`src/rtl/npp_pkg.sv`:
```
package npp_pkg;

    localparam int MAX_POINTS = 1024;
    localparam int IDX_W      = $clog2(MAX_POINTS);
    localparam int CNT_W      = $clog2(MAX_POINTS + 1);
    localparam int COORD_W    = 13;
    localparam int ZOOM_W     = 5;
    localparam int DIFF_W     = COORD_W + 1;
    localparam int SQ_W       = 2 * COORD_W;
    localparam int SUM_W      = SQ_W + 1;
    localparam int DIST_W     = 28;
    localparam int STAT_W     = 2;
    localparam int OP_W       = 2;
    localparam int STEP_W     = $clog2(COORD_W);

    typedef enum logic [OP_W-1:0] {
        OP_CLEAR  = 2'd0,
        OP_APPEND = 2'd1,
        OP_PICK   = 2'd2,
        OP_MOVE   = 2'd3
    } t_op;

    typedef enum logic [STAT_W-1:0] {
        ST_OK    = 2'd0,
        ST_FULL  = 2'd1,
        ST_EMPTY = 2'd2
    } t_status;

    typedef struct packed {
        logic                      start;
        logic signed [COORD_W-1:0] num_x;
        logic signed [COORD_W-1:0] num_y;
    } t_div_req;

    typedef struct packed {
        logic                      done;
        logic signed [COORD_W-1:0] quo_x;
        logic signed [COORD_W-1:0] quo_y;
    } t_div_res;

endpackage

```
`src/rtl/npp_div.sv`:
```
module npp_div
    import npp_pkg::*;
(
    input  logic              i_clk,
    input  logic              i_rst_n,
    input  t_div_req          i_req,
    input  logic [ZOOM_W-1:0] i_zoom,
    output t_div_res          o_res
);

    logic                r_busy;
    logic                r_done;
    logic [STEP_W-1:0]   r_cnt;
    logic [ZOOM_W-1:0]   r_div;
    logic [COORD_W-1:0]  r_mag [2];
    logic [ZOOM_W-1:0]   r_rem [2];
    logic                r_neg [2];

    logic [COORD_W-1:0]  n_mag [2];
    logic [ZOOM_W-1:0]   n_rem [2];
    logic [ZOOM_W:0]     trial [2];
    logic                fits  [2];
    logic signed [COORD_W-1:0] num [2];

    assign num[0] = i_req.num_x;
    assign num[1] = i_req.num_y;

    always_comb begin
        for (int l = 0; l < 2; l++) begin
            trial[l] = {r_rem[l], r_mag[l][COORD_W-1]};
            fits[l]  = trial[l] >= {1'b0, r_div};
            n_rem[l] = fits[l] ? ZOOM_W'(trial[l] - {1'b0, r_div}) : trial[l][ZOOM_W-1:0];
            n_mag[l] = {r_mag[l][COORD_W-2:0], fits[l]};
        end
    end

    always_ff @(posedge i_clk) begin
        if (!i_rst_n) begin
            r_busy <= 1'b0;
            r_done <= 1'b0;
            r_cnt  <= '0;
        end else begin
            r_done <= 1'b0;
            if (i_req.start) begin
                r_busy <= 1'b1;
                r_cnt  <= '0;
            end else if (r_busy) begin
                r_cnt <= r_cnt + 1'b1;
                if (r_cnt == STEP_W'(COORD_W - 1)) begin
                    r_busy <= 1'b0;
                    r_done <= 1'b1;
                end
            end
        end
    end

    always_ff @(posedge i_clk) begin
        if (i_req.start) begin
            r_div <= (i_zoom == '0) ? ZOOM_W'(1) : i_zoom;
            for (int l = 0; l < 2; l++) begin
                r_neg[l] <= num[l][COORD_W-1];
                r_mag[l] <= num[l][COORD_W-1] ? COORD_W'(-num[l]) : COORD_W'(num[l]);
                r_rem[l] <= '0;
            end
        end else if (r_busy) begin
            for (int l = 0; l < 2; l++) begin
                r_mag[l] <= n_mag[l];
                r_rem[l] <= n_rem[l];
            end
        end
    end

    assign o_res.done  = r_done;
    assign o_res.quo_x = r_neg[0] ? -$signed(r_mag[0]) : $signed(r_mag[0]);
    assign o_res.quo_y = r_neg[1] ? -$signed(r_mag[1]) : $signed(r_mag[1]);

endmodule

```
`config.mk`:
```
export PLATFORM = sky130hd
export DESIGN_NAME = npp_div
export DESIGN_NICKNAME = d
export VERILOG_FILES = /design/src/rtl/npp_pkg.sv /design/src/rtl/npp_div.sv
export SDC_FILE = /design/constraint.sdc
export NUM_CORES = 1
export LEC_CHECK = 0
export ABC_CLOCK_PERIOD_IN_PS = 2740
export BUFFER_PORTS_ARGS = -buffer_cell sky130_fd_sc_hd__buf_2
export CORE_ASPECT_RATIO = 0.6
export CORE_MARGIN = 4
export CORE_UTILIZATION = 50
export DETAILED_ROUTE_END_ITERATION = 8
export GPL_ROUTABILITY_DRIVEN = 0
export HOLD_SLACK_MARGIN = 0.06
export PLACE_DENSITY = 0.79
export SLEW_MARGIN = 20
export SYNTH_ARGS = -nofsm -noshare
export SYNTH_HDL_FRONTEND = slang
export SYNTH_SLANG_ARGS = --single-unit
```
`constraint.sdc`:
```
create_clock -name i_clk -period 2.74 [get_ports i_clk]
set_input_delay 0.411 -clock i_clk [delete_from_list [all_inputs] [get_ports i_clk]]
set_output_delay 0.411 -clock i_clk [all_outputs]
set_load 0.01 [all_outputs]
```
==> qor.csv, run 1 <==
metric;value;unit
FF-to-FF End;r_rem[0][7];
first-pass GRT wire length;12500;um
Levels on crit path;5;
Die H;72.4;um
DP HPWL;5690;um
CP endpoint;o_res[11];
total grt overflow;0;
Hold Path Class;primary input to flop;
crit path max fanout;5;
period utilisation layout;85.3;%
DR vias;2788;
Post-Layout Cell Count;497;
Slowest cell on crit path;edfxtp_1;
vias in the first global route;2584;
critical path capture point type;primary output;
CP startpoint;r_mag[0][13];
Area growth syn-to-layout;14.9;%
Synth Warn #;0;
cts-stage hold buffer count;0;
buffers added on ports;60;
syn avg cell area;9.59;sq um
row cnt;23;
ANT nets after route;0;
CTS tree;built;
post_cts resized;0;
total die area;8340;sq um
synthesized area;3450;sq um
Place WS;0.552;ns
Routed wire per std cell;15.3;um
static leakage;1.55;nW
Synth Register Bits;49;
antenna fix cells;0;
clock transition at the registers of the reported paths;0.07;ns
Via density;5.61;
Async SR Flop Fraction;0;%
FMAX;428;MHz
Final TNS setup;0;ns
Pwr per Cell Area;572;nW/um^2
CTS Buf Count;5;
postcts setup bufs;0;
# DRC;0;
CP Buf/Inv Count;1;
max cap viols;0;
Max stage delay on crit path;0.47;ns
H-tree depth;2;
TritonRoute pass-1 iters;5;
post-synth cell types;42;
final core utilization;59.4;%
Top FF cell, synth;edfxtp_1;
fillers;582;
CP Cell Sequence;nor3_1 -> nand3_1 -> o41ai_1 -> xnor2_1 -> buf_2;
final setup violating endpoints;0;
CTS Buffer Depth;2;
CTS sink cnt;49;
starting density of the core;51.7;%
DR iter-0 viols;184;
Die Width;115;um
pins over their slew limit;0;
RR Startpoint;r_mag[0][25];
total wire length;7580;um
Crit path max-delay family;simple AND/OR/NAND/NOR gates;
layout cells sized above 1;20.5;%
status;finished, final reports clean;
Design Power;2.27;mW
Mapped Cells;360;
Rel. slew slack;67.0;%
Core Footprint;6680;sq um
CTS Root Cell;clkbuf_16;
Post-Syn Nets;412;
required time of the critical path;2.33;ns
Final nets;461;
Clock Latency Late Sink;0.29;ns
Hold Vio Cnt, Final;0;
number of flops mapped to enable cells by yosys;43;
Startpoint Class;flop;
Setup Skew;0.00634;ns
GRT Total Usage;18.6;%
fin crit period;2.34;ns
FF/Latch Area;1410;sq um
worst vdd ir;0.331;mV
Ports;61;
Crit Path Class;flop to primary output;
Worst R2R Setup Slack;0.51;ns
Worst Path Arrival;1.93;ns
RSZ-0062 raised after global routing;no;
antenna violations before repair;0;
Multi-input gate area;1870;sq um
count of placed standard cells including taps;489;
largest net degree at the start of global routing;57;
PnR worst setup slack;0.402;ns
sequential fraction of the synthesis area;40.9;%
Worst Reg-to-Reg Cells;8;
Worst Max-Slew Pin Slew;0.495;ns
[worst min path at each step]
| stage | from | endpoint | slack (ns) | cells after the start |
|---|---|---|---|---|
| after floorplan | r_cnt[3] | r_done | 0.46 | 2 |
| after global placement | r_cnt[3] | r_done | 0.49 | 2 |
| after detailed placement | r_cnt[3] | r_done | 0.49 | 2 |
| after CTS | i_zoom[2] | r_div[2] | 0.31 | 1 |
| after global routing | i_zoom[2] | r_div[2] | 0.31 | 1 |
| final | i_zoom[2] | r_div[2] | 0.31 | 1 |
[cells in the mapped netlist, types with 2 or more instances]
cell        n  area share, %
nor3_1      7            1.0
o31ai_1    19            4.1
nor4_1      2           0.36
o31ai_2     2           0.72
mux2i_1     3           0.87
inv_1      22            2.4
ha_1       16            5.8
fa_1        2            1.2
xor2_1     20            5.1
nand2b_1    6            1.1
a21oi_1     7            1.0
o41ai_1     4            1.0
nand2_1    45            4.9
a21o_1      2           0.43
nand4_1     7            1.3
or4_4       2           0.65
buf_2       3           0.43
buf_4       3           0.65
nor2b_1     4           0.72
edfxtp_1   43             37
o21a_1      4           0.87
or3_1       2           0.36
nand4b_1    3           0.76
o21ai_0    31            4.5
nand3_1     6           0.87
clkbuf_1   12            1.3
xnor2_1    27            6.9
a22o_1      2           0.51
o21ai_1     9            1.3
dfxtp_1     6            3.5
or4_1       3           0.65
nor2_1     18            2.0
or2_2       5           0.91
o41ai_2     4            1.9
a2111oi_0   2           0.51
[metrics by stage]
stage                     hold slack, ns  instance area (sq um)
after floorplan                    0.460                   3450
after global placement             0.489                   3800
after detailed placement           0.491                   3800
after CTS                          0.306                   3970
after global routing               0.307                   3970
final                              0.312                   3970
[area by class of cell]
cell class	count	area share [%]
repair buffers	62	8.27
inverters	22	2.08
well taps	87	2.75
multi-input cells	269	47.1
clock buffers	5	3.16
clock inverters	3	1.04
flip-flops and latches	49	35.6
[per-layer routing]
metal | vias up | part of all wire [%] | GRT usage, %
met5 | - | 0 | 0
met4 | 0 | 0.70 | 3.52
met3 | 8 | 8.0 | 4.25
met2 | 113 | 43 | 28.5
met1 | 1265 | 48 | 27.4
li1 | 1402 | - | -
[cells by family after synthesis]
| family | share of synthesized area (%) |
|---|---|
| AOI/OAI and AO/OA | 17.7 |
| xor gates and xnor gates | 11.9 |
| adders and majority gates | 6.96 |
| buffers and inverters | 5.22 |
| DFF | 40.9 |
| muxes | 0.870 |
| and+or+nand+nor | 16.5 |
[flip-flops by register name (all words and copies together), names as in the netlist]
register  cells
r_cnt         4
r_div         5
r_rem        10
r_done        1
r_neg         2
r_busy        1
r_mag        26
[power breakdown]
part / internal [mW] / switching, mW
logic: 0.246 / 0.326
clock network: 0.428 / 0.276
registers: 0.907 / 0.0865
[cells in the final DEF, fill, tap and decap left out, types with 5 or more instances in the layout]
cell type	n
nand2b_1	6
ha_1	16
xnor2_1	27
dfxtp_1	6
nand3_1	6
clkbuf_16	5
a21oi_1	7
or2_2	5
o21ai_1	9
o21ai_0	31
inv_1	22
nand2_1	45
o31ai_1	19
xor2_1	20
nand4_1	7
nor3_1	7
edfxtp_1	43
nor2_1	18
buf_2	60
Power figures use the tool's default switching activity.
==> inputs of run 2 (changes only) <==
==> constraint.sdc (replaced) <==
create_clock -name i_clk -period 2.74 [get_ports i_clk]
set_input_delay 0.548 -clock i_clk [delete_from_list [all_inputs] [get_ports i_clk]]
set_output_delay 0.548 -clock i_clk [all_outputs]
set_load 0.01 [all_outputs]
==> run 2 against run 1 <==
- setup slack got worse by 0.12 ns
- first-iteration DRC count decreased by 26%
- total power fell by 3.3%
- register-to-register slack lost 0.06 ns
- highest routed layer unchanged
- clock power is 11% lower
==> qor.csv, run 2 (same netlist as run 1, synthesis figures left out) <==
metric;value;unit
Rel. slew slack;68.7;%
CTS Buffer Depth;2;
clock transition at the registers of the reported paths;0.06;ns
first-pass GRT wire length;12800;um
max cap viols;0;
Hold Vio Cnt, Final;0;
Hold Path Class;primary input to flop;
total die area;8340;sq um
# DRC;0;
vias in the first global route;2730;
buffers added on ports;60;
required time of the critical path;2.19;ns
worst vdd ir;0.266;mV
fillers;594;
CTS Buf Count;5;
Worst Path Arrival;1.91;ns
crit path max fanout;5;
Ports;61;
CTS sink cnt;49;
worst hold slack;0.457;ns
row cnt;23;
total grt overflow;0;
Crit Path Class;flop to primary output;
cts-stage hold buffer count;0;
fin crit period;2.46;ns
critical path capture point type;primary output;
Core Footprint;6680;sq um
Final TNS setup;0;ns
largest net degree at the start of global routing;37;
Clock Latency Late Sink;0.29;ns
GRT Total Usage;19.2;%
Die Width;115;um
Final nets;463;
status;finished, final reports clean;
CTS Root Cell;clkbuf_16;
DR iter-0 viols;136;
Setup Skew;0.00480;ns
TritonRoute pass-1 iters;4;
total wire length;7880;um
DP HPWL;6030;um
starting density of the core;51.7;%
Routed wire per std cell;15.8;um
pins over their slew limit;0;
antenna violations before repair;0;
top flop regs;r_mag: 26 flops, r_rem: 10 flops, r_div: 5 flops;
Worst Max-Slew Pin Slew;0.457;ns
DR vias;2855;
Via density;5.72;
most frequent cells in the layout;buf_2, nand2_1, edfxtp_1;
H-tree depth;2;
Die H;72.4;um
RSZ-0062 raised after global routing;no;
Pwr per Cell Area;555;nW/um^2
Most flops, register;r_mag;
final setup violating endpoints;0;
Startpoint Class;flop;
FMAX;407;MHz
layout cells sized above 1;20.9;%
Area growth syn-to-layout;14.5;%
period utilisation layout;89.6;%
most common cell after layout, fill and taps aside;buf_2;
ANT nets after route;0;
Largest register FFs;26;
static leakage;1.56;nW
antenna fix cells;0;
CTS tree;built;
## run 2: worst paths after layout
path | depth (start not counted) | end | from | slack (ns)
max | 5 | o_res[11] | r_mag[0][13] | 0.28
min | 1 | r_div[2] | i_zoom[2] | 0.46
max reg2reg | 8 | r_rem[0][9] | r_mag[0][25] | 0.45
min reg2reg | 2 | r_done | r_cnt[3] | 0.51
## run 2: cell type report
class	count	area, sq um	area share (%)
Tap cell	87	109	2.75
Timing Repair Buffer	64	330	8.36
Clock buffer	8	146	3.70
Sequential cell	49	1410	35.7
Multi-Input combinational cell	269	1870	47.4
Inverter	22	82.6	2.09
## run 2: timing repair
action                                  CTS  global route
endpoints found under the setup margin    0             1
buffers inserted                          0             0
resized for setup                         0             1
## run 2: stage by stage
step / total power [mW] / instance area, sq um / util, % / setup WS (ns) / std cells
3_3_place_gp: 1.56 / 3800 / 56.9 / 0.538 / 491
4_1_cts: 2.20 / 3950 / 59.1 / 0.197 / 499
2_1_floorplan: 1.37 / 3450 / - / 0.743 / 360
3_5_place_dp: 1.58 / 3800 / 56.9 / 0.435 / 491
5_1_grt: 2.32 / 3950 / 59.2 / 0.163 / 499
6_report: 2.19 / 3950 / 59.2 / 0.284 / 499
## run 2: where the power goes
part,leakage (nW),switching [mW],internal (mW)
clock,0.0712,0.260,0.365
sequential,0.490,0.0871,0.908
combinational,0.994,0.328,0.246
## run 2: layer usage
metal / global-route usage, % / wire [um]
met5: 0 / 0
met4: 4.56 / 71
met3: 4.42 / 498
met2: 33.0 / 3740
met1: 24.8 / 3570
## run 2: worst max-delay path, cell delays in order (launching register included)
cell and delay, ns:
edfxtp_1 0.45, nor3_1 0.31, nand3_1 0.17, o41ai_1 0.35, xnor2_1 0.19, buf_2 0.16
